[src/rtl/fntc_pkg.sv]
// ---------------------------------------------------------------------------
// fntc_pkg
// Shared constants and the lane type that flows through the log2 cell row.
// ---------------------------------------------------------------------------
package fntc_pkg;

    localparam int LOG_FRAC_BITS  = 16;   // fraction bits of log2
    localparam int FREQ_FRAC_BITS = 8;    // fraction bits of the input frequency
    localparam int REF_FRAC_BITS  = 8;    // fraction bits of the A4 register

    localparam int FREQ_W = 24;
    localparam int REF_W  = 17;
    localparam int MANT_W = 32;           // normalized mantissa, 1.31
    localparam int MSB_W  = 5;            // leading-one position

    localparam logic [REF_W-1:0] REF_RESET = 17'd112640;   // 440 Hz

    localparam int A4_SEMITONE = 57;
    localparam int SEMIS       = 12;
    localparam int CENTS_SCALE = 1000;    // tenths of a cent per semitone
    localparam int OCT_BIAS    = 32;      // keeps the octave divide non-negative
    localparam int RECIP12     = 2731;    // ceil(2^15 / 12)
    localparam int RECIP_SHIFT = 15;

    localparam int FRONT_STAGES = 2;
    localparam int BACK_STAGES  = 6;
    localparam int PIPE_LAT     = FRONT_STAGES + LOG_FRAC_BITS + BACK_STAGES;

    typedef struct packed {
        logic                     live;     // a word occupies this stage
        logic                     ok;       // frequency and reference nonzero
        logic [MSB_W-1:0]         msb_f;
        logic [MSB_W-1:0]         msb_r;
        logic [MANT_W-1:0]        mant_f;
        logic [MANT_W-1:0]        mant_r;
        logic [LOG_FRAC_BITS-1:0] frac_f;
        logic [LOG_FRAC_BITS-1:0] frac_r;
    } fntc_lane_t;

endpackage

[src/rtl/fntc_cell.sv]
// ---------------------------------------------------------------------------
// fntc_cell
// One log2 fraction bit: squares both mantissas and shifts the bit in.
// ---------------------------------------------------------------------------
module fntc_cell
(
    input  logic                 clk,
    input  logic                 rst_n,
    input  fntc_pkg::fntc_lane_t lane_in,
    output fntc_pkg::fntc_lane_t lane_out
);
    import fntc_pkg::*;

    logic [2*MANT_W-1:0] sq_f, sq_r;
    logic [MANT_W:0]     sh_f, sh_r;
    logic                bit_f, bit_r;
    fntc_lane_t          lane_reg, lane_next;

    always_comb
    begin
        sq_f  = (2*MANT_W)'(lane_in.mant_f) * (2*MANT_W)'(lane_in.mant_f);
        sq_r  = (2*MANT_W)'(lane_in.mant_r) * (2*MANT_W)'(lane_in.mant_r);
        sh_f  = sq_f[2*MANT_W-1:MANT_W-1];
        sh_r  = sq_r[2*MANT_W-1:MANT_W-1];
        bit_f = sh_f[MANT_W];
        bit_r = sh_r[MANT_W];

        lane_next        = lane_in;
        lane_next.mant_f = bit_f ? sh_f[MANT_W:1] : sh_f[MANT_W-1:0];
        lane_next.mant_r = bit_r ? sh_r[MANT_W:1] : sh_r[MANT_W-1:0];
        lane_next.frac_f = {lane_in.frac_f[LOG_FRAC_BITS-2:0], bit_f};
        lane_next.frac_r = {lane_in.frac_r[LOG_FRAC_BITS-2:0], bit_r};
    end

    always_ff @(posedge clk or negedge rst_n)
    begin
        if (!rst_n)
            lane_reg <= '0;
        else
            lane_reg <= lane_next;
    end

    assign lane_out = lane_reg;

endmodule

[config.mk]
export PLATFORM = sky130hd
export DESIGN_NAME = fntc_cell
export DESIGN_NICKNAME = d
export VERILOG_FILES = /design/src/rtl/fntc_pkg.sv /design/src/rtl/fntc_cell.sv
export SDC_FILE = /design/constraint.sdc
export NUM_CORES = 2
export LEC_CHECK = 0
export BUFFER_PORTS_ARGS = -buffer_cell sky130_fd_sc_hd__buf_4
export CORE_MARGIN = 2
export CORE_UTILIZATION = 45
export CTS_CLUSTER_SIZE = 10
export DETAILED_ROUTE_END_ITERATION = 8
export GPL_TIMING_DRIVEN = 0
export SLEW_MARGIN = 10
export SYNTH_ARGS = -nofsm -noshare
export SYNTH_HDL_FRONTEND = slang
export SYNTH_SLANG_ARGS = --single-unit
[constraint.sdc]
create_clock -name clk -period 0.8 [get_ports clk]
set_input_delay 0.08 -clock clk [delete_from_list [all_inputs] [get_ports clk]]
set_output_delay 0.08 -clock clk [all_outputs]
set_load 0.03 [all_outputs]
==> flow_metrics.env <==
export IMPL_cts_root_buffer="clkbuf_16"
export IMPL_finalWorstSetupSlack_ns=-6.62
export IMPL_wl_um=208000
export IMPL_syn_avg_cell_area_um2=9.52
export IMPL_violations="negative hold slack, negative setup slack"
export IMPL_fin_crit_sh_pct=927
export IMPL_area_delta_synth_final_pct=22.1
export IMPL_via_per_inst=5.29
export IMPL_ys_warn_count=0
export IMPL_critical_path_arrival_ns=7.74
export IMPL_clkTransAtPathRegs_ns=0.08
export IMPL_finalHoldViolCount=108
export IMPL_hold_buffers=42
export IMPL_die_w_um=375
export IMPL_routabilityCongestion=1.00
export IMPL_slew_headroom_pct=39.3
export IMPL_grt_pass1_wl_um=316000
export IMPL_min_path_type="in -> async"
export IMPL_mappedNetlistNets=8791
export IMPL_first_pass_iters=5
export IMPL_cp_slowest_stage_delay_ns=0.58
export IMPL_crit_fanout=10
export IMPL_dieArea_um2=141000
export IMPL_synth_distinct_cells=86
export IMPL_yosysSeqAreaShare_pct=4.37
export IMPL_io_pins=218
export IMPL_track_usage_pct=30.4
export IMPL_whs_ns=-0.220
export IMPL_startpoint="lane_in[82]"
export IMPL_endpoint_kind="flop"
export IMPL_synth_compound_area_share_pct=4.93
export IMPL_synth_edff_count=0
export IMPL_dp_hpwl_um=168000
export IMPL_ant_nets=0
export IMPL_slew_viol_final=0
export IMPL_synth_area_um2=61900
export IMPL_setup_worst_path_start_class="primary input"
export IMPL_synthArstFlopShare_pct=100
export IMPL_ys_seq_elements=108
export IMPL_cap_violations=0
export IMPL_drive_gt1_share_pct=18.9
export IMPL_grt_max_degree=109
export IMPL_nNetsFinal=9353
export IMPL_core_um2=137000
export IMPL_largest_reg_flops=108
export IMPL_drc_errors=0
export IMPL_rsz0062_at_grt="true"
export IMPL_synthSimpleGateAreaFrac_pct=10.6
export IMPL_required_ns=1.12
export IMPL_wl_per_cell_um=23.5
export IMPL_fp_row_count=136
export IMPL_tightest_slew_ns=0.911
export IMPL_max_freq_ghz=0.135
export IMPL_start_util_pct=45.2
export IMPL_grt_antenna_before_repair=10
export IMPL_grt_overflow=0
export IMPL_post_route_min_period_ns=7.42
export IMPL_cts_buffer_depth=2
export IMPL_numCtsBuffers=9
export IMPL_setup_tns_ns=-444.47
export IMPL_crit_path_top_delay_cell="fa_2"
export IMPL_chipHeight_um=375
export IMPL_cts_tree="built"
export IMPL_grt_pass1_vias=51448
export IMPL_setup_viol=174
export IMPL_outcome="finished, violations left"
export IMPL_first_iter_violations=3920
export IMPL_clock_sinks=108
export IMPL_synth_top_family_by_area="adder cells"
export IMPL_io_buffers=207
export IMPL_dominantRegCellSynth="dfrtp_1"
export IMPL_crit_type="in -> reg"
export IMPL_synthCells=6501
export IMPL_vias=46952
export IMPL_synthAdderAreaFrac_pct=63.3
export IMPL_crit_top_cell="fa_1"
export IMPL_yosys_area_share_xor_xnor_pct=2.21
export IMPL_htreeDepth=3
export IMPL_synth_mux_area_share_pct=1.10
==> cell usage after synthesis, drive strengths merged, types with 4 or more instances <==
cell type	instances	area share [%]
or2	16	0.16
nor4	8	0.091
dfrtp	108	4.4
nor3	24	0.19
fa	1582	51
o21bai	32	0.39
a21oi	150	1.2
nand2	575	3.5
o21ai	71	0.58
mux2i	15	0.24
and3	11	0.11
nor2	119	0.73
nand4	39	0.40
nand3	32	0.27
a21boi	4	0.049
nor2b	19	0.19
o21a	14	0.17
ha	598	12
a211oi	4	0.049
a31o	25	0.35
mux2	47	0.86
o211ai	11	0.14
xor2	78	1.1
a41o	4	0.065
clkbuf	217	1.4
a21o	69	0.84
buf	21	0.22
xnor2	78	1.1
a221oi	8	0.12
a31oi	26	0.26
and4	7	0.10
and2	464	4.7
o31ai	5	0.061
inv	1968	12
a41oi	5	0.071
nand2b	5	0.051
==> final cells by class <==
cell class | instances | area (um^2)
tap | 1794 | 2240
multi-input combinational | 4184 | 53500
timing repair buffer | 558 | 5700
sequential | 108 | 2710
fill | 12108 | 61400
inverter | 1969 | 7440
antenna | 10 | 25.0
clock inverter | 7 | 78.8
buffer | 233 | 3670
clock buffer | 9 | 225
==> per-stage QoR <==
step                      cell area [um^2]  util (%)  setup WS (ns)  instances
after floorplan                      63300         -          -6.25       6501
after global placement               67100      49.0          -8.41       8502
after detailed placement             67100      49.0          -8.41       8502
after CTS                            73600      53.8          -6.54       8778
after global routing                 75500      55.1          -6.74       8862
final                                75600      55.2          -6.62       8872
==> metal layers <==
layer / share of wire [%] / GRT usage, % / vias to the layer above / wire, um
li1: - / - / 20038 / -
met1: 41 / 42.3 / 24318 / 85400
met2: 45 / 47.3 / 2154 / 94400
met3: 9.6 / 6.53 / 434 / 20100
met4: 4.0 / 9.97 / 8 / 8440
met5: 0.026 / 0 / - / 55
==> final timing paths <==
path                           endpoint  cells past startpoint
max                        lane_out[90]                     26
min                        lane_out[23]                      1
max in group asynchronous  lane_out[15]                      1
min in group clk            lane_out[6]                      2
==> layout by cell type (no fill, tap or decap), types with 37 or more instances in the layout <==
master and n:
inv_1 1918, fa_1 1488, ha_1 546, nand2_1 497, and2_1 424, buf_4 299
buf_6 172, a21oi_1 119, dfrtp_1 102, clkbuf_16 95, fa_2 94, nor2_1 93
xor2_1 71, a21o_1 68, xnor2_1 67, nand2_2 54, buf_12 52, clkbuf_8 46
mux2_4 45, ha_4 44, dlygate4sd3_1 42, o21ai_0 41, and2_4 38, nand4_1 38
inv_2 37
==> critical path, delay by kind of cell <==
| family | cells | cell delay [ns] |
|---|---|---|
| buffers and inverters | 6 | 0.74 |
| multiplexers | 1 | 0.15 |
| AO/OA/AOI/OAI | 4 | 0.91 |
| AND/OR/NAND/NOR | 6 | 1.45 |
| adder cells (fa/ha/maj) | 9 | 4.42 |
==> what timing repair did <==
item | in CTS | in global routing
cloned | 10 | 3
endpoints found under the setup margin | 174 | 180
endpoints found under the hold margin | 150 | 108
buffers inserted | 212 | 90
gates resized for setup | 849 | 328
pin swaps | 185 | 161
==> cells by family after synthesis <==
kind of cell,count (synthesis)
simple gates,1325
flops,108
fa+ha+maj,2180
buf+inv,2209
compound gates,461
xor+xnor,156
mux,62
Power is not shown: default switching activity piles up to over one toggle a cycle in this logic, so the estimate is an artifact.
