## src/rtl/fntc_pkg.sv

```systemverilog
// ---------------------------------------------------------------------------
// fntc_pkg
// Shared constants and the lane type that flows through the log2 cell row.
// ---------------------------------------------------------------------------
package fntc_pkg;

    localparam int LOG_FRAC_BITS  = 16;   // fraction bits of log2
    localparam int FREQ_FRAC_BITS = 8;    // fraction bits of the input frequency
    localparam int REF_FRAC_BITS  = 8;    // fraction bits of the A4 register

    localparam int FREQ_W = 24;
    localparam int REF_W  = 17;
    localparam int MANT_W = 32;           // normalized mantissa, 1.31
    localparam int MSB_W  = 5;            // leading-one position

    localparam logic [REF_W-1:0] REF_RESET = 17'd112640;   // 440 Hz

    localparam int A4_SEMITONE = 57;
    localparam int SEMIS       = 12;
    localparam int CENTS_SCALE = 1000;    // tenths of a cent per semitone
    localparam int OCT_BIAS    = 32;      // keeps the octave divide non-negative
    localparam int RECIP12     = 2731;    // ceil(2^15 / 12)
    localparam int RECIP_SHIFT = 15;

    localparam int FRONT_STAGES = 2;
    localparam int BACK_STAGES  = 6;
    localparam int PIPE_LAT     = FRONT_STAGES + LOG_FRAC_BITS + BACK_STAGES;

    typedef struct packed {
        logic                     live;     // a word occupies this stage
        logic                     ok;       // frequency and reference nonzero
        logic [MSB_W-1:0]         msb_f;
        logic [MSB_W-1:0]         msb_r;
        logic [MANT_W-1:0]        mant_f;
        logic [MANT_W-1:0]        mant_r;
        logic [LOG_FRAC_BITS-1:0] frac_f;
        logic [LOG_FRAC_BITS-1:0] frac_r;
    } fntc_lane_t;

endpackage

```

## src/rtl/fntc_front.sv

```systemverilog
// ---------------------------------------------------------------------------
// fntc_front
// Leading-one detect and mantissa normalization for frequency and reference.
// ---------------------------------------------------------------------------
module fntc_front
(
    input  logic                        clk,
    input  logic                        rst_n,
    input  logic                        start,
    input  logic [fntc_pkg::FREQ_W-1:0] freq_q8,
    input  logic [fntc_pkg::REF_W-1:0]  ref_q8,
    output fntc_pkg::fntc_lane_t        lane_out
);
    import fntc_pkg::*;

    logic              live1_reg, live1_next;
    logic              ok1_reg, ok1_next;
    logic [FREQ_W-1:0] f1_reg;
    logic [REF_W-1:0]  r1_reg;
    logic [MSB_W-1:0]  msb_f1_reg, msb_f1_next;
    logic [MSB_W-1:0]  msb_r1_reg, msb_r1_next;
    fntc_lane_t        lane_reg, lane_next;

    // stage 1: leading-one positions
    always_comb
    begin
        msb_f1_next = '0;
        msb_r1_next = '0;
        for (int i = 0; i < FREQ_W; i++)
        begin
            if (freq_q8[i])
                msb_f1_next = MSB_W'(i);
        end
        for (int j = 0; j < REF_W; j++)
        begin
            if (ref_q8[j])
                msb_r1_next = MSB_W'(j);
        end
        live1_next = start;
        ok1_next   = (freq_q8 != '0) && (ref_q8 != '0);
    end

    // stage 2: shift leading one up to bit 31
    always_comb
    begin
        lane_next        = '0;
        lane_next.live   = live1_reg;
        lane_next.ok     = ok1_reg;
        lane_next.msb_f  = msb_f1_reg;
        lane_next.msb_r  = msb_r1_reg;
        lane_next.mant_f = MANT_W'(f1_reg) << (MSB_W'(MANT_W - 1) - msb_f1_reg);
        lane_next.mant_r = MANT_W'(r1_reg) << (MSB_W'(MANT_W - 1) - msb_r1_reg);
    end

    always_ff @(posedge clk or negedge rst_n)
    begin
        if (!rst_n)
        begin
            live1_reg  <= 1'b0;
            ok1_reg    <= 1'b0;
            f1_reg     <= '0;
            r1_reg     <= '0;
            msb_f1_reg <= '0;
            msb_r1_reg <= '0;
            lane_reg   <= '0;
        end
        else
        begin
            live1_reg  <= live1_next;
            ok1_reg    <= ok1_next;
            f1_reg     <= freq_q8;
            r1_reg     <= ref_q8;
            msb_f1_reg <= msb_f1_next;
            msb_r1_reg <= msb_r1_next;
            lane_reg   <= lane_next;
        end
    end

    assign lane_out = lane_reg;

endmodule

```

## config.mk

```make
export PLATFORM = sky130hd
export DESIGN_NAME = fntc_front
export DESIGN_NICKNAME = d
export VERILOG_FILES = /design/src/rtl/fntc_pkg.sv /design/src/rtl/fntc_front.sv
export SDC_FILE = /design/constraint.sdc
export NUM_CORES = 1
export LEC_CHECK = 0
export ABC_AREA = 1
export BUFFER_PORTS_ARGS = -buffer_cell sky130_fd_sc_hd__buf_2
export CAP_MARGIN = 20
export CORE_MARGIN = 4
export CORE_UTILIZATION = 45
export CTS_BUF_LIST = sky130_fd_sc_hd__clkbuf_8
export DETAILED_ROUTE_END_ITERATION = 7
export PLACE_DENSITY = 0.72
export RECOVER_POWER = 100
export SLEW_MARGIN = 25
export SYNTH_ARGS = -nofsm -noshare
export SYNTH_HDL_FRONTEND = slang
export SYNTH_SLANG_ARGS = --single-unit
```

## constraint.sdc

```tcl
create_clock -name clk -period 1.68 [get_ports clk]
set_clock_uncertainty 0.15 [all_clocks]
set_input_delay 0.336 -clock clk [delete_from_list [all_inputs] [get_ports clk]]
set_output_delay 0.336 -clock clk [all_outputs]
set_load 0.05 [all_outputs]
```

==> impl.org <==
** Layout
- Share of the core filled with cells in the final layout :: just under 70%
- In the final layout, flip-flops and latches occupy 3206 um2.
- Share of post-route cells with drive strength above 1 :: about 38%
- Multi-input gate area in the final layout :: about 3200 um2
- Compared with the post-synthesis result, the final layout area differs by 47.39%.
- # nets final :: roughly 1,000
- Max FFs per register :: 76
- Fill cell instance count of the final layout :: 999

** Critical path
- Slowest library cell on the worst path :: sky130_fd_sc_hd__dfrtp_2
- Data on the critical path arrives at its endpoint at slightly below 2 ns.
- Crit end category :: flip-flop
- At the worst endpoint, the required time is 1.84 ns.
- Critical Path Start Type :: flip-flop
- Chain of cells forming the critical path :: buf_6 -> mux2i_4 -> nand2_1 -> o21ai_2 -> mux2i_1 -> o21ai_1 -> o22ai_1
- Crit-path max FO :: 8
- On the worst path, the slowest cell contributes a delay of around 0.52 ns.
- Number of cell instances on the worst register-to-register path :: 7
- Worst Setup Path Type :: reg2reg
- Total number of cells along the worst setup path :: 7
- Together, buffers and inverters on the worst path number 1.
- Worst path top cell family by delay :: flip-flops

** Die
- The die covers 15,610 um2.
- The floorplan step set the die height to approximately 120 um.
- Die Span X :: roughly 120 um
- Row count :: between 40 and 50
- I/O pin cnt :: between 150 and 200
- Core area :: 13,300 um2
- Initial core utilization :: a little under half

** STA
- Sum of negative setup slack :: -3.439 ns
- Timing would allow up to about 550 MHz.
- The total count of hold-check failures in the final report came to 0.
- Setup repair after global routing missed its margin :: yes
- The number of max-slew violations in the final report came to 0.
- Subtracting the final worst setup slack from the clock period gives about 1.8 ns.
- Final cycle utilization of the critical path :: 108.8%
- Pin slew with the least headroom to its limit :: 1.104 ns
- Number of setup violations in the final report :: 46
- Setup slack on the critical path of the routed design comes to -0.1471 ns.
- Measured against its own limit, the worst slew margin works out to 26.42%.

** Placed design
- Half-perimeter wire length after placement :: 11,760 um
- RePlAce Congestion :: 0.9095
- Timing analysis after detailed placement gives a worst setup slack of -0.2440 ns.
- During placement, the flow inserted port buffers numbering ~120.

** Synth
- In the synthesized netlist, the number of instances is approximately 760.
- Flops & latches, synth :: approximately 130
- Seq/Total Area, Yosys :: ~52%
- Cell area after technology mapping :: 6152 um2
- For this run, the leading register cell type out of synthesis is sky130_fd_sc_hd__dfrtp_1.
- Number of flops mapped to enable cells by yosys :: 0
- Mean instance size in the synthesized netlist :: between 8 and 9 um2
- During synthesis, Yosys emitted a total of 0 warnings.
- Async S/R FF share, synth :: 100.0%
- In this run, distinct cell masters in the synthesized netlist total 34.

** CTS
- Clock tree from TritonCTS :: built
- CTS clock-pin slew for the worst setup and hold paths :: roughly 0.07 ns
- CTS max path bufs :: 2
- The H-tree was split into 4 levels.
- The clock net in this run drives a total of ~130 sinks.
- TritonCTS created 17 clock buffers.
- Later-pin clock latency in the skew report :: 0.44 ns
- Master cell of the clock root buffer :: sky130_fd_sc_hd__clkbuf_8

** Status
- Status :: finished with violations
- The final reports fail on setup timing.

** Drt
- Drt drc :: 0
- Number of routed nets with antenna violations :: 0
- Routed length per placed instance :: ~15 um
- After the first detailed-routing iteration, the DRC count stood at ~470.
- After detailed routing, the number of vias per cell comes to just over 5.
- For this block, the via count after detailed routing is ~5,900.
- WL final :: 17,730 um
- The first detailed-routing pass took 5 iterations.

** Worst hold path
- Hold-critical path depth :: 1
- In this run the worst hold path is classified as in2reg.

** Global route
- Combined global-route utilization of all metal layers :: between 20% and 30%
- First-pass GRT wire length :: about 28,000 um
- Pin count of the biggest net entering global routing :: 56
- Residual overflow from global routing :: 0
- The number of global-route vias before repair is 5,677.
- Antenna violations before repair :: 0

** Power and ir drop
- PwrDens :: approximately 1000 nW/um2
- Largest vdd supply drop :: just under 0.5 mV
- Summed over all cells, the static leakage comes to 4.438 nW.

** Flow run
- Max-cap violations in this run came to 0.
[where the power goes]
part           internal [W]  switching (W)  leakage, nW  total, W
clock network       0.00180        0.00124        0.225   0.00304
registers           0.00329       0.000107         1.54   0.00340
logic              0.000797        0.00170         2.67   0.00250
total               0.00589        0.00305         4.44   0.00894
[path summary, 6_finish.rpt]
path	startpoint	to	slack [ns]
min in group asynchronous	rst_n	f1_reg[22]$_DFF_PN0_	0.48
max reg2reg	msb_r1_reg[0]$_DFF_PN0_	lane_out[56]$_DFF_PN0_	-0.15
max in group asynchronous	rst_n	lane_out[46]$_DFF_PN0_	0.07
min	freq_q8[8]	f1_reg[8]$_DFF_PN0_	0.07
max	msb_r1_reg[0]$_DFF_PN0_	lane_out[56]$_DFF_PN0_	-0.15
min reg2reg	ok1_reg$_DFF_PN0_	lane_out[106]$_DFF_PN0_	0.22
[worst reg2reg max path, stage by stage, from the launching register on]
cell	delay, ns
sky130_fd_sc_hd__dfrtp_2	0.52
sky130_fd_sc_hd__buf_6	0.16
sky130_fd_sc_hd__mux2i_4	0.23
sky130_fd_sc_hd__nand2_1	0.09
sky130_fd_sc_hd__o21ai_2	0.09
sky130_fd_sc_hd__mux2i_1	0.11
sky130_fd_sc_hd__o21ai_1	0.22
sky130_fd_sc_hd__o22ai_1	0.12
[cell usage in the layout, fill, tap and decap left out, types with 18 or more instances in the layout]
master,Yosys,layout
sky130_fd_sc_hd__nand2_1,220,176
sky130_fd_sc_hd__conb_1,1,32
sky130_fd_sc_hd__buf_4,36,55
sky130_fd_sc_hd__buf_6,5,23
sky130_fd_sc_hd__nor2_1,89,70
sky130_fd_sc_hd__dlygate4sd3_1,0,37
sky130_fd_sc_hd__inv_1,54,48
sky130_fd_sc_hd__nand2_2,0,31
sky130_fd_sc_hd__dfrtp_1,128,126
sky130_fd_sc_hd__buf_2,12,83
sky130_fd_sc_hd__nand3_1,48,33
sky130_fd_sc_hd__clkbuf_8,0,18
sky130_fd_sc_hd__o21ai_2,2,42
sky130_fd_sc_hd__clkbuf_1,10,32
[logic make-up (layout without fill, tap and decap cells)]
logic type             count (synthesis)  in the layout  share of synthesized area [%]
AO/OA/AOI/OAI                        126            126                          12.20
buffers and inverters                126            335                          10.78
flip-flops                           128            128                          52.06
multiplexers                           9              9                          1.464
other                                  1             33                        0.06095
AND/OR/NAND/NOR                      365            365                          23.43
[cells in the mapped netlist, types with 7 or more instances]
library cell / count / share of area [%]
sky130_fd_sc_hd__nand2_1: 220 / 13
sky130_fd_sc_hd__o221ai_1: 8 / 1.1
sky130_fd_sc_hd__o21ai_1: 33 / 2.7
sky130_fd_sc_hd__nor2_1: 89 / 5.4
sky130_fd_sc_hd__nor3_1: 7 / 0.57
sky130_fd_sc_hd__mux2i_1: 9 / 1.5
sky130_fd_sc_hd__o22ai_1: 10 / 1.0
sky130_fd_sc_hd__buf_2: 12 / 0.98
sky130_fd_sc_hd__clkbuf_1: 10 / 0.61
sky130_fd_sc_hd__a21oi_1: 7 / 0.57
sky130_fd_sc_hd__a31oi_1: 13 / 1.3
sky130_fd_sc_hd__nand3_1: 48 / 3.9
sky130_fd_sc_hd__dfrtp_1: 128 / 52
sky130_fd_sc_hd__buf_4: 36 / 4.4
sky130_fd_sc_hd__inv_1: 54 / 3.3
sky130_fd_sc_hd__o21ai_0: 34 / 2.8
[area by class of cell]
type / count / share of cell area [%]
inverters: 60 / 2.649
clock buffers: 18 / 2.732
repair inverters: 1 / 0.06899
clock inverters: 14 / 2.360
well taps: 176 / 2.429
flip-flops and latches: 128 / 35.35
multi-input cells: 532 / 35.30
diodes: 1 / 0.02760
repair buffers: 242 / 19.08
[through the flow]
step                power, W  hold slack, ns  area [um2]  cells
finish              0.008943         0.06810        9067   1172
global placement    0.005424         0.07613        7267   1092
detailed placement  0.005445         0.08105        7267   1092
CTS                 0.008703         0.08597        8529   1173
floorplan           0.004854         -0.1096        6269    786
global route        0.009338         0.07343        9065   1171
[what timing repair did]
action | CTS | global route
setup buffers | 7 | 4
endpoints found under the setup margin | 58 | 61
gates resized for setup | 111 | 162
endpoints found under the hold margin | 176 | 1
gates cloned | 1 | 2
pin swaps | 21 | 40
hold buffers | 43 | 1
[routing by layer]
layer / up-vias / wire length [um] / global-route usage [%]
met2: 254 / 8412 / 33.87
met3: 44 / 1140 / 4.288
li1: 2862 / - / -
met4: 0 / 510 / 8.801
met1: 2787 / 7669 / 30.03
met5: - / 0 / 0
(Power assumes the default switching activity.)
