<file path="src/rtl/fntc_pkg.sv">
// ---------------------------------------------------------------------------
// fntc_pkg
// Shared constants and the lane type that flows through the log2 cell row.
// ---------------------------------------------------------------------------
package fntc_pkg;

    localparam int LOG_FRAC_BITS  = 16;   // fraction bits of log2
    localparam int FREQ_FRAC_BITS = 8;    // fraction bits of the input frequency
    localparam int REF_FRAC_BITS  = 8;    // fraction bits of the A4 register

    localparam int FREQ_W = 24;
    localparam int REF_W  = 17;
    localparam int MANT_W = 32;           // normalized mantissa, 1.31
    localparam int MSB_W  = 5;            // leading-one position

    localparam logic [REF_W-1:0] REF_RESET = 17'd112640;   // 440 Hz

    localparam int A4_SEMITONE = 57;
    localparam int SEMIS       = 12;
    localparam int CENTS_SCALE = 1000;    // tenths of a cent per semitone
    localparam int OCT_BIAS    = 32;      // keeps the octave divide non-negative
    localparam int RECIP12     = 2731;    // ceil(2^15 / 12)
    localparam int RECIP_SHIFT = 15;

    localparam int FRONT_STAGES = 2;
    localparam int BACK_STAGES  = 6;
    localparam int PIPE_LAT     = FRONT_STAGES + LOG_FRAC_BITS + BACK_STAGES;

    typedef struct packed {
        logic                     live;     // a word occupies this stage
        logic                     ok;       // frequency and reference nonzero
        logic [MSB_W-1:0]         msb_f;
        logic [MSB_W-1:0]         msb_r;
        logic [MANT_W-1:0]        mant_f;
        logic [MANT_W-1:0]        mant_r;
        logic [LOG_FRAC_BITS-1:0] frac_f;
        logic [LOG_FRAC_BITS-1:0] frac_r;
    } fntc_lane_t;

endpackage

</file>
<file path="src/rtl/fntc_back.sv">
// ---------------------------------------------------------------------------
// fntc_back
// Semitone index, rounding, cents scaling and floored octave split.
// ---------------------------------------------------------------------------
module fntc_back
(
    input  logic                 clk,
    input  logic                 rst_n,
    input  fntc_pkg::fntc_lane_t lane_in,
    output logic                 done,
    output logic                 valid_res,
    output logic [3:0]           note_class,
    output logic signed [4:0]    octave_number,
    output logic signed [9:0]    cents_tenths
);
    import fntc_pkg::*;

    localparam int L_W  = MSB_W + 2 + LOG_FRAC_BITS;
    localparam int I_W  = L_W + 5;
    localparam int N_W  = I_W - LOG_FRAC_BITS;
    localparam int P_W  = LOG_FRAC_BITS + 10;
    localparam int T_W  = P_W - LOG_FRAC_BITS;
    localparam int V_W  = 10;
    localparam int Q_W  = 7;
    localparam int HALF = 1 << (LOG_FRAC_BITS - 1);
    localparam int CORR = REF_FRAC_BITS - FREQ_FRAC_BITS;

    // E1: log2 ratio
    logic                    e1_live_reg, e1_ok_reg;
    logic signed [L_W-1:0]   e1_l_reg, e1_l_next, ip_e1;
    // E2: semitone index
    logic                    e2_live_reg, e2_ok_reg;
    logic signed [I_W-1:0]   e2_idx_reg, e2_idx_next;
    // E3: rounding
    logic                    e3_live_reg, e3_ok_reg, e3_neg_reg, e3_neg_next;
    logic [I_W-1:0]          abs_e3, sum_e3;
    logic [N_W-1:0]          e3_n_reg, e3_n_next;
    logic signed [LOG_FRAC_BITS:0] e3_dm_reg, e3_dm_next;
    // E4: cents magnitude, octave bias
    logic                    e4_live_reg, e4_ok_reg, e4_dneg_reg, e4_dneg_next;
    logic [LOG_FRAC_BITS-1:0] ad_e4;
    logic [P_W-1:0]          prod_e4;
    logic signed [N_W:0]     note_e4;
    logic [T_W-1:0]          e4_t_reg, e4_t_next;
    logic [V_W-1:0]          e4_v_reg, e4_v_next;
    // E5: reciprocal divide, cents sign
    logic                    e5_live_reg, e5_ok_reg;
    logic [V_W+11:0]         qprod_e5;
    logic [Q_W-1:0]          e5_q_reg, e5_q_next;
    logic [V_W-1:0]          e5_v_reg;
    logic signed [T_W-1:0]   e5_ts_reg, e5_ts_next;
    // E6: class, octave, output
    logic [V_W-1:0]          rem_e6;
    logic signed [7:0]       oct_e6;
    logic                    good_e6;
    logic                    done_reg, valid_reg;
    logic [3:0]              class_reg;
    logic signed [4:0]       oct_reg;
    logic signed [9:0]       cents_reg;

    always_comb
    begin
        ip_e1 = L_W'($signed({1'b0, lane_in.msb_f})) - L_W'($signed({1'b0, lane_in.msb_r}))
              + L_W'(CORR);
        e1_l_next = (ip_e1 <<< LOG_FRAC_BITS)
                  + L_W'($signed({1'b0, lane_in.frac_f}))
                  - L_W'($signed({1'b0, lane_in.frac_r}));

        e2_idx_next = (I_W'(A4_SEMITONE) <<< LOG_FRAC_BITS)
                    + (I_W'(e1_l_reg) <<< 3) + (I_W'(e1_l_reg) <<< 2);

        // ties away from zero: round the magnitude
        e3_neg_next = e2_idx_reg[I_W-1];
        abs_e3      = e3_neg_next ? I_W'(-e2_idx_reg) : I_W'(e2_idx_reg);
        sum_e3      = abs_e3 + I_W'(HALF);
        e3_n_next   = sum_e3[I_W-1:LOG_FRAC_BITS];
        e3_dm_next  = $signed({1'b0, sum_e3[LOG_FRAC_BITS-1:0]})
                    - $signed((LOG_FRAC_BITS+1)'(HALF));

        e4_dneg_next = e3_neg_reg ? (e3_dm_reg > 0) : (e3_dm_reg < 0);
        ad_e4        = LOG_FRAC_BITS'(e3_dm_reg < 0 ? -e3_dm_reg : e3_dm_reg);
        prod_e4      = P_W'(ad_e4) * P_W'(CENTS_SCALE) + P_W'(HALF);
        e4_t_next    = prod_e4[P_W-1:LOG_FRAC_BITS];
        note_e4      = e3_neg_reg ? -$signed({1'b0, e3_n_reg}) : $signed({1'b0, e3_n_reg});
        e4_v_next    = V_W'(note_e4 + (N_W+1)'(OCT_BIAS * SEMIS));

        // exact floor(v/12) over the whole v range
        qprod_e5   = (V_W+12)'(e4_v_reg) * (V_W+12)'(RECIP12);
        e5_q_next  = qprod_e5[RECIP_SHIFT+Q_W-1:RECIP_SHIFT];
        e5_ts_next = e4_dneg_reg ? -$signed(e4_t_reg) : $signed(e4_t_reg);

        rem_e6  = e5_v_reg - V_W'(e5_q_reg) * V_W'(SEMIS);
        oct_e6  = $signed(8'({1'b0, e5_q_reg})) - 8'(OCT_BIAS);
        good_e6 = e5_ok_reg && (oct_e6 >= -8'sd16) && (oct_e6 <= 8'sd15);
    end

    always_ff @(posedge clk or negedge rst_n)
    begin
        if (!rst_n)
        begin
            e1_live_reg <= 1'b0;
            e1_ok_reg   <= 1'b0;
            e1_l_reg    <= '0;
            e2_live_reg <= 1'b0;
            e2_ok_reg   <= 1'b0;
            e2_idx_reg  <= '0;
            e3_live_reg <= 1'b0;
            e3_ok_reg   <= 1'b0;
            e3_neg_reg  <= 1'b0;
            e3_n_reg    <= '0;
            e3_dm_reg   <= '0;
            e4_live_reg <= 1'b0;
            e4_ok_reg   <= 1'b0;
            e4_dneg_reg <= 1'b0;
            e4_t_reg    <= '0;
            e4_v_reg    <= '0;
            e5_live_reg <= 1'b0;
            e5_ok_reg   <= 1'b0;
            e5_q_reg    <= '0;
            e5_v_reg    <= '0;
            e5_ts_reg   <= '0;
            done_reg    <= 1'b0;
            valid_reg   <= 1'b0;
            class_reg   <= '0;
            oct_reg     <= '0;
            cents_reg   <= '0;
        end
        else
        begin
            e1_live_reg <= lane_in.live;
            e1_ok_reg   <= lane_in.ok;
            e1_l_reg    <= e1_l_next;
            e2_live_reg <= e1_live_reg;
            e2_ok_reg   <= e1_ok_reg;
            e2_idx_reg  <= e2_idx_next;
            e3_live_reg <= e2_live_reg;
            e3_ok_reg   <= e2_ok_reg;
            e3_neg_reg  <= e3_neg_next;
            e3_n_reg    <= e3_n_next;
            e3_dm_reg   <= e3_dm_next;
            e4_live_reg <= e3_live_reg;
            e4_ok_reg   <= e3_ok_reg;
            e4_dneg_reg <= e4_dneg_next;
            e4_t_reg    <= e4_t_next;
            e4_v_reg    <= e4_v_next;
            e5_live_reg <= e4_live_reg;
            e5_ok_reg   <= e4_ok_reg;
            e5_q_reg    <= e5_q_next;
            e5_v_reg    <= e4_v_reg;
            e5_ts_reg   <= e5_ts_next;
            done_reg    <= e5_live_reg;
            valid_reg   <= good_e6;
            class_reg   <= good_e6 ? rem_e6[3:0] : 4'd0;
            oct_reg     <= good_e6 ? oct_e6[4:0] : 5'sd0;
            cents_reg   <= good_e6 ? e5_ts_reg : 10'sd0;
        end
    end

    assign done          = done_reg;
    assign valid_res     = valid_reg;
    assign note_class    = class_reg;
    assign octave_number = oct_reg;
    assign cents_tenths  = cents_reg;

endmodule

</file>
<file path="config.mk">
export PLATFORM = sky130hd
export DESIGN_NAME = fntc_back
export DESIGN_NICKNAME = d
export VERILOG_FILES = /design/src/rtl/fntc_pkg.sv /design/src/rtl/fntc_back.sv
export SDC_FILE = /design/constraint.sdc
export NUM_CORES = 1
export LEC_CHECK = 0
export BUFFER_PORTS_ARGS = -buffer_cell sky130_fd_sc_hd__buf_2
export CAP_MARGIN = 20
export CELL_PAD_IN_SITES_DETAIL_PLACEMENT = 1
export CELL_PAD_IN_SITES_GLOBAL_PLACEMENT = 1
export CORE_UTILIZATION = 25
export CTS_BUF_LIST = sky130_fd_sc_hd__clkbuf_8 sky130_fd_sc_hd__clkbuf_16
export CTS_CLUSTER_DIAMETER = 60
export CTS_CLUSTER_SIZE = 10
export DETAILED_ROUTE_END_ITERATION = 6
export PLACE_DENSITY_LB_ADDON = 0.1
export SLEW_MARGIN = 30
export SYNTH_ARGS = -nofsm -noshare
export SYNTH_HDL_FRONTEND = slang
export SYNTH_SLANG_ARGS = --single-unit
</file>
<file path="constraint.sdc">
create_clock -name clk -period 8.13 [get_ports clk]
set_input_delay 1.626 -clock clk [delete_from_list [all_inputs] [get_ports clk]]
set_output_delay 1.626 -clock clk [all_outputs]
set_load 0.1 [all_outputs]
</file>
==> results.sh, run 1 <==
export IMPL_drive_above_1_share_pct=10.3
export IMPL_rows=78
export IMPL_layout_commonest_cell="ha_1"
export IMPL_highest_layer="met4"
export IMPL_synth_xor_area_share_pct=10.1
export IMPL_yosys_area_share_simple_pct=10.9
export IMPL_first_pass_iters=4
export IMPL_place_area_mm2=0.0127
export IMPL_place_gp_congestion=0.739
export IMPL_cts_root_buf="clkbuf_16"
export IMPL_ios=131
export IMPL_die_width_um=218
export IMPL_grt_pass1_vias=8444
export IMPL_wl_met2_um=11100
export IMPL_ys_ff_latch=146
export IMPL_pre_cts_ws_ns=1.24
export IMPL_crit_fanout=6
export IMPL_grt_use_total_pct=10.2
export IMPL_clk_pin_slew_ns=0.06
export IMPL_status="completed"
export IMPL_fin_skew_ns=0.00658
export IMPL_numCtsBuffers=17
export IMPL_cts_buffer_depth=2
export IMPL_postLayoutCellArea_mm2=0.0133
export IMPL_synth_cells=1122
export IMPL_syn_avg_cell_area_um2=10.4
export IMPL_ys_types=68
export IMPL_die_area_mm2=0.0475
export IMPL_synth_top_area_share_pct=31.3
export IMPL_dp_hpwl_um=18300
export IMPL_synth_flop_cell="dfrtp_1"
export IMPL_finalSetupViolations=0
export IMPL_ys_seq_area_share_pct=31.3
export IMPL_criticalPathCategory="flop to flop"
export IMPL_synthesis_area_mm2=0.0117
export IMPL_m1WireLength_um=10300
export IMPL_area_growth_syn_to_layout_pct=14.3
export IMPL_finalCritPeriodShare_pct=83.8
export IMPL_antenna_found_initial=0
export IMPL_nets=1557
export IMPL_slew_limit_headroom_pct=49.1
export IMPL_die_y_um=218
export IMPL_hold_viol=0
export IMPL_synth_compound_area_share_pct=10.1
export IMPL_required_ns=8.45
export IMPL_async_flop_share_pct=100
export IMPL_critPathLaunchType="flop"
export IMPL_rsz0062_at_grt="false"
export IMPL_htree_levels=4
export IMPL_cap_violations=0
export IMPL_clkLatencyLatePin_ns=0.44
export IMPL_drt_first_iter_violations=149
export IMPL_drcViolationCount=0
export IMPL_tightestPinTransition_ns=0.758
export IMPL_syn_nets=1482
export IMPL_arrival_ns=7.13
export IMPL_synth_edf_count=0
export IMPL_routed_wirelength_um=22200
export IMPL_finalMaxSlewViolations=0
export IMPL_synthMuxAreaShare_pct=0.182
export IMPL_vias_per_cell=4.23
export IMPL_hp_class="flop to flop"
export IMPL_cts_sinks=146
export IMPL_holdWs_ns=0.348
export IMPL_ctsHoldBuffers=0
export IMPL_initial_utilization_pct=25.5
export IMPL_cts_tree="yes"
export IMPL_layout_common_cells="ha_1 (178), inv_1 (173), dfrtp_1 (145), xnor2_1 (90), fa_1 (72)"
export IMPL_tns_ns=0
export IMPL_final_setup_worst_slack_ns=1.32
export IMPL_antenna_diode_count=0
export IMPL_overflow=0
export IMPL_wl_per_cell_um=12.3
export IMPL_synth_warning_count=0
export IMPL_synth_top_area_cell="dfrtp_1"
export IMPL_layout_min_cycle_time_ns=6.81
export IMPL_grt_max_degree=81
export IMPL_synthTopCellsByArea="dfrtp_1 (31%), ha_1 (19%), fa_1 (12%)"
export IMPL_max_clock_freq_mhz=147
export IMPL_vias=7644
export IMPL_cp_end_kind="flop"
export IMPL_synth_top_family_by_area="adder cells"
export IMPL_synthAdderAreaFrac_pct=31.5
export IMPL_ctsResizeCount=0
export IMPL_core_area_mm2=0.0457
export IMPL_met3_length_um=514
export IMPL_cts_setup_buffers=0
export IMPL_final_antenna_net_count=0
export IMPL_io_buffers=66
export IMPL_largest_reg_flops=25
export IMPL_grt_pass1_wl_um=39500
-- Yosys cell counts (all sizes together) (2+ instances only) --
| master | number |
|---|---|
| or2 | 9 |
| nor4b | 3 |
| nand3 | 10 |
| a21oi | 31 |
| o211ai | 6 |
| o2111ai | 2 |
| clkbuf | 9 |
| o31ai | 17 |
| a41o | 2 |
| o21bai | 4 |
| xor2 | 39 |
| and2 | 23 |
| a211oi | 4 |
| fa | 72 |
| and3 | 6 |
| o21ai | 41 |
| or3 | 7 |
| a2111oi | 3 |
| nor3 | 16 |
| nor2b | 15 |
| nor2 | 47 |
| o31a | 2 |
| ha | 178 |
| nand2b | 14 |
| or4 | 10 |
| nand2 | 58 |
| a21o | 20 |
| buf | 2 |
| inv | 173 |
| nand4 | 5 |
| a31oi | 11 |
| a31o | 2 |
| o21a | 10 |
| xnor2 | 92 |
| a211o | 2 |
| dfrtp | 146 |
| a21boi | 6 |
| nor3b | 3 |
| nand3b | 2 |
| nor4 | 5 |
| o41ai | 5 |
-- cells by family after synthesis --
family / after synthesis
compound gates: 174
xor+xnor: 131
fa+ha+maj: 250
buf+inv: 184
flops: 146
mux: 2
simple gates: 235
-- stage by stage --
step	std cells	utilization [%]
6_report	1809	29.2
5_1_grt	1809	29.2
4_1_cts	1809	29.2
3_5_place_dp	1778	27.8
3_3_place_gp	1778	27.8
2_1_floorplan	1122	-
-- worst max-delay path: stages (launching register included) --
cell	delay, ns
dfrtp_1	0.44
or3_1	0.42
or4_1	0.47
or4_1	0.46
nand2_1	0.10
xnor2_1	0.34
ha_1	0.35
inv_1	0.08
fa_1	0.42
fa_1	0.49
fa_1	0.52
inv_1	0.04
ha_1	0.32
nand2_1	0.10
a211oi_1	0.55
a2111o_1	0.33
a31oi_1	0.12
xnor2_1	0.32
nor4b_2	0.41
a32o_1	0.23
a21oi_1	0.07
xnor2_1	0.12
-- layer usage --
layer  up-vias  track usage (%)
met5         -                0
li1       3888                -
met3        18             1.94
met2        82             18.1
met1      3656             12.4
met4         0             3.31
-- path summary, 6_finish.rpt --
| check | from | endpoint | slack (ns) | cells past startpoint |
|---|---|---|---|---|
| max | e3_dm_reg[4] | e4_t_reg[9] | 1.32 | 21 |
| min | e4_ok_reg | e5_ok_reg | 0.35 | 0 |
| max reg2reg | e3_dm_reg[4] | e4_t_reg[9] | 1.32 | 21 |
| min reg2reg | e4_ok_reg | e5_ok_reg | 0.35 | 0 |
| max in group asynchronous | rst_n | e2_idx_reg[27] | 5.77 | 2 |
| min in group asynchronous | rst_n | e5_ts_reg[7] | 1.17 | 1 |
-- final cells by class --
class	count	area, um2
fill	5203	32300
tap	600	751
timing repair buffer	67	348
sequential	146	3650
clock inverter	14	190
multi-input combinational	792	7310
inverter	173	652
clock buffer	17	425
Power of run 1 is not shown: default switching activity piles up to over one toggle a cycle in this logic, so the estimate is an artifact.
==> run 2: changes to the inputs <==
--- a/config.mk
+++ b/config.mk
@@ -5,6 +5,7 @@
 export SDC_FILE = /design/constraint.sdc
 export NUM_CORES = 1
 export LEC_CHECK = 0
+export ABC_AREA = 1
 export BUFFER_PORTS_ARGS = -buffer_cell sky130_fd_sc_hd__buf_2
 export CAP_MARGIN = 20
 export CELL_PAD_IN_SITES_DETAIL_PLACEMENT = 1
==> constraint.sdc (replaced) <==
create_clock -name clk -period 6.36 [get_ports clk]
set_input_delay 1.272 -clock clk [delete_from_list [all_inputs] [get_ports clk]]
set_output_delay 1.272 -clock clk [all_outputs]
set_load 0.1 [all_outputs]
==> run 2 against run 1 <==
Routed wire length increased by 30%. Flip-flop and latch count stayed put. Critical path depth increased by 8. Synthesized area rose by 9.1%. Critical path type unchanged. First-iteration DRC count increased by 43%. Fmax is 20% higher. Register-to-register slack worse by 0.62 ns. Synthesized cell count increased by 35%. Sequential share of layout area fell by 2.3 points. Non-clock buffer count is 8 higher.
==> results.sh, run 2 <==
export IMPL_synth_commonest_cells="inv_1 (312), nand2_1 (266), ha_1 (178), dfrtp_1 (146), nor2_1 (122)"
export IMPL_overflow=0
export IMPL_vias_per_cell=4.19
export IMPL_drcViolationCount=0
export IMPL_ys_types=49
export IMPL_initial_utilization_pct=25.4
export IMPL_dp_hpwl_um=24800
export IMPL_fill_cells=5961
export IMPL_register_area_mm2=0.00365
export IMPL_fin_skew_ns=0.0110
export IMPL_layout_min_cycle_time_ns=5.66
export IMPL_grt_pass1_wl_um=50200
export IMPL_htree_levels=4
export IMPL_grt_use_total_pct=12.3
export IMPL_drt_first_iter_violations=213
export IMPL_grt_max_degree=95
export IMPL_cts_tree="yes"
export IMPL_routed_wirelength_um=29000
export IMPL_worstSetupStartpoint="e3_dm_reg[2]"
export IMPL_tns_ns=0
export IMPL_synth_flop_cell="dfrtp_1"
export IMPL_final_antenna_net_count=0
export IMPL_multi_input_area_mm2=0.00785
export IMPL_wl_per_cell_um=12.7
export IMPL_finalMaxSlewViolations=0
export IMPL_io_buffers=66
export IMPL_slowest_stage="fa_1"
export IMPL_synthMostInstantiatedCell="inv_1"
export IMPL_r2r_slack_ns=0.70
export IMPL_first_pass_iters=4
export IMPL_vias=9595
export IMPL_cp_num_buf_inv=5
export IMPL_synth_edf_count=0
export IMPL_arrival_ns=6.00
export IMPL_ctsResizeCount=0
export IMPL_stdcell_count=2288
export IMPL_slew_limit_headroom_pct=45.5
export IMPL_cts_setup_buffers=0
export IMPL_cp_depth=29
export IMPL_crit_top_cell="nand2_1"
export IMPL_crit_fanout=5
export IMPL_die_area_mm2=0.0518
export IMPL_place_gp_congestion=0.774
export IMPL_grt_pass1_vias=10700
export IMPL_clk_pin_slew_ns=0.06
export IMPL_r2r_cells=29
export IMPL_ios=131
export IMPL_status="completed"
export IMPL_synth_top_area_share_pct=28.7
export IMPL_clkLatencyLatePin_ns=0.45
export IMPL_drive_above_1_share_pct=8.60
export IMPL_ys_seq_area_share_pct=28.7
export IMPL_dp_cells=2259
export IMPL_synth_compound_area_share_pct=6.64
export IMPL_hp_class="flop to flop"
export IMPL_yosys_area_share_simple_pct=18.3
export IMPL_layout_commonest_cell="inv_1"
export IMPL_cts_root_buf="clkbuf_16"
export IMPL_r2r_end="e4_t_reg[9]"
export IMPL_async_flop_share_pct=100
export IMPL_die_width_um=228
export IMPL_cts_buffer_depth=2
export IMPL_ctsHoldBuffers=0
export IMPL_synth_top_family_by_area="adder cells"
export IMPL_finalCritPeriodShare_pct=89.0
export IMPL_synthesis_area_mm2=0.0127
export IMPL_cp_top_family="adder cells"
export IMPL_layout_common_cells="inv_1 (313), nand2_1 (266), ha_1 (178), dfrtp_1 (146), nor2_1 (122)"
export IMPL_die_y_um=228
export IMPL_synthMuxAreaShare_pct=0
export IMPL_synthTopCellsByArea="dfrtp_1 (29%), ha_1 (18%), fa_1 (11%)"
export IMPL_criticalPathCategory="flop to flop"
export IMPL_core_area_mm2=0.0502
export IMPL_syn_nets=1877
export IMPL_ys_ff_latch=146
export IMPL_slowest_delay_ns=0.60
export IMPL_nets=1966
export IMPL_rsz0062_at_grt="false"
export IMPL_area_growth_syn_to_layout_pct=14.1
export IMPL_antenna_diode_count=0
export IMPL_max_clock_freq_mhz=177
export IMPL_worstSetupEndpoint="e4_t_reg[9]"
export IMPL_synthAdderAreaFrac_pct=28.8
export IMPL_required_ns=6.70
export IMPL_cts_sinks=146
export IMPL_cp_end_kind="flop"
export IMPL_finalSetupViolations=0
export IMPL_hold_viol=0
export IMPL_rows=82
export IMPL_cap_violations=0
export IMPL_synth_warning_count=0
export IMPL_numCtsBuffers=17
export IMPL_antenna_found_initial=0
export IMPL_syn_avg_cell_area_um2=8.39
export IMPL_synth_top_area_cell="dfrtp_1"
export IMPL_synth_xor_area_share_pct=7.95
export IMPL_worstReg2RegStart="e3_dm_reg[2]"
export IMPL_synth_cells=1517
export IMPL_largest_reg_flops=25
export IMPL_tightestPinTransition_ns=0.818
export IMPL_critPathLaunchType="flop"
==> run 2: cell count changes after synthesis, sizes merged, moves of 14 or more <==
cell,previous run,this run
nor2b,15,0
xor2,39,86
nand4,5,19
xnor2,92,26
a21oi,31,78
and2,23,1
a21o,20,4
nor2,47,133
nand2b,14,0
nand2,58,272
inv,173,315
nand3,10,77
==> run 2: metal layers <==
metal	up-vias	share of wire, %	track usage [%]	wire [um]
li1	4935	-	-	-
met2	81	54	24.2	15800
met5	-	0	0	0
met4	0	2.0	4.42	592
met1	4550	42	13.0	12100
met3	29	1.8	1.87	530
==> run 2: final cells by class <==
| class | instances | share of cell area (%) |
|---|---|---|
| clock buffer | 17 | 2.93 |
| tap | 672 | 5.79 |
| inverter | 317 | 8.21 |
| sequential | 146 | 25.2 |
| multi-input combinational | 1049 | 54.1 |
| timing repair buffer | 75 | 2.80 |
| clock inverter | 12 | 1.00 |
==> run 2: how the worst min path moves through the flow <==
stage,start,cells past startpoint,endpoint,slack (ns)
finish,e4_live_reg,0,e5_live_reg,0.35
CTS,e4_ok_reg,0,e5_ok_reg,0.35
global placement,e2_live_reg,0,e3_live_reg,0.33
global route,e4_live_reg,0,e5_live_reg,0.36
floorplan,e5_live_reg,0,done,0.33
detailed placement,e1_live_reg,0,e2_live_reg,0.34
==> run 2: cells by family (layout without fill, tap and decap cells) <==
kind of cell,after synthesis,count (layout)
DFF,146,146
buffers and inverters,322,421
xor gates and xnor gates,112,112
and+or+nand+nor,536,536
AOI/OAI and AO/OA,151,151
adders and majority gates,250,250
==> run 2: metrics by stage <==
| step | instance area [um2] | util [%] | setup slack [ns] | hold WS (ns) |
|---|---|---|---|---|
| 2_1_floorplan | 12700 | - | 1.15 | 0.331 |
| 3_3_place_gp | 13900 | 27.8 | 0.655 | 0.331 |
| 3_5_place_dp | 13900 | 27.8 | 0.577 | 0.336 |
| 4_1_cts | 14500 | 28.9 | 0.580 | 0.350 |
| 5_1_grt | 14500 | 28.9 | 0.0125 | 0.364 |
| 6_report | 14500 | 28.9 | 0.701 | 0.346 |
Power of run 2 is left out for the same reason.
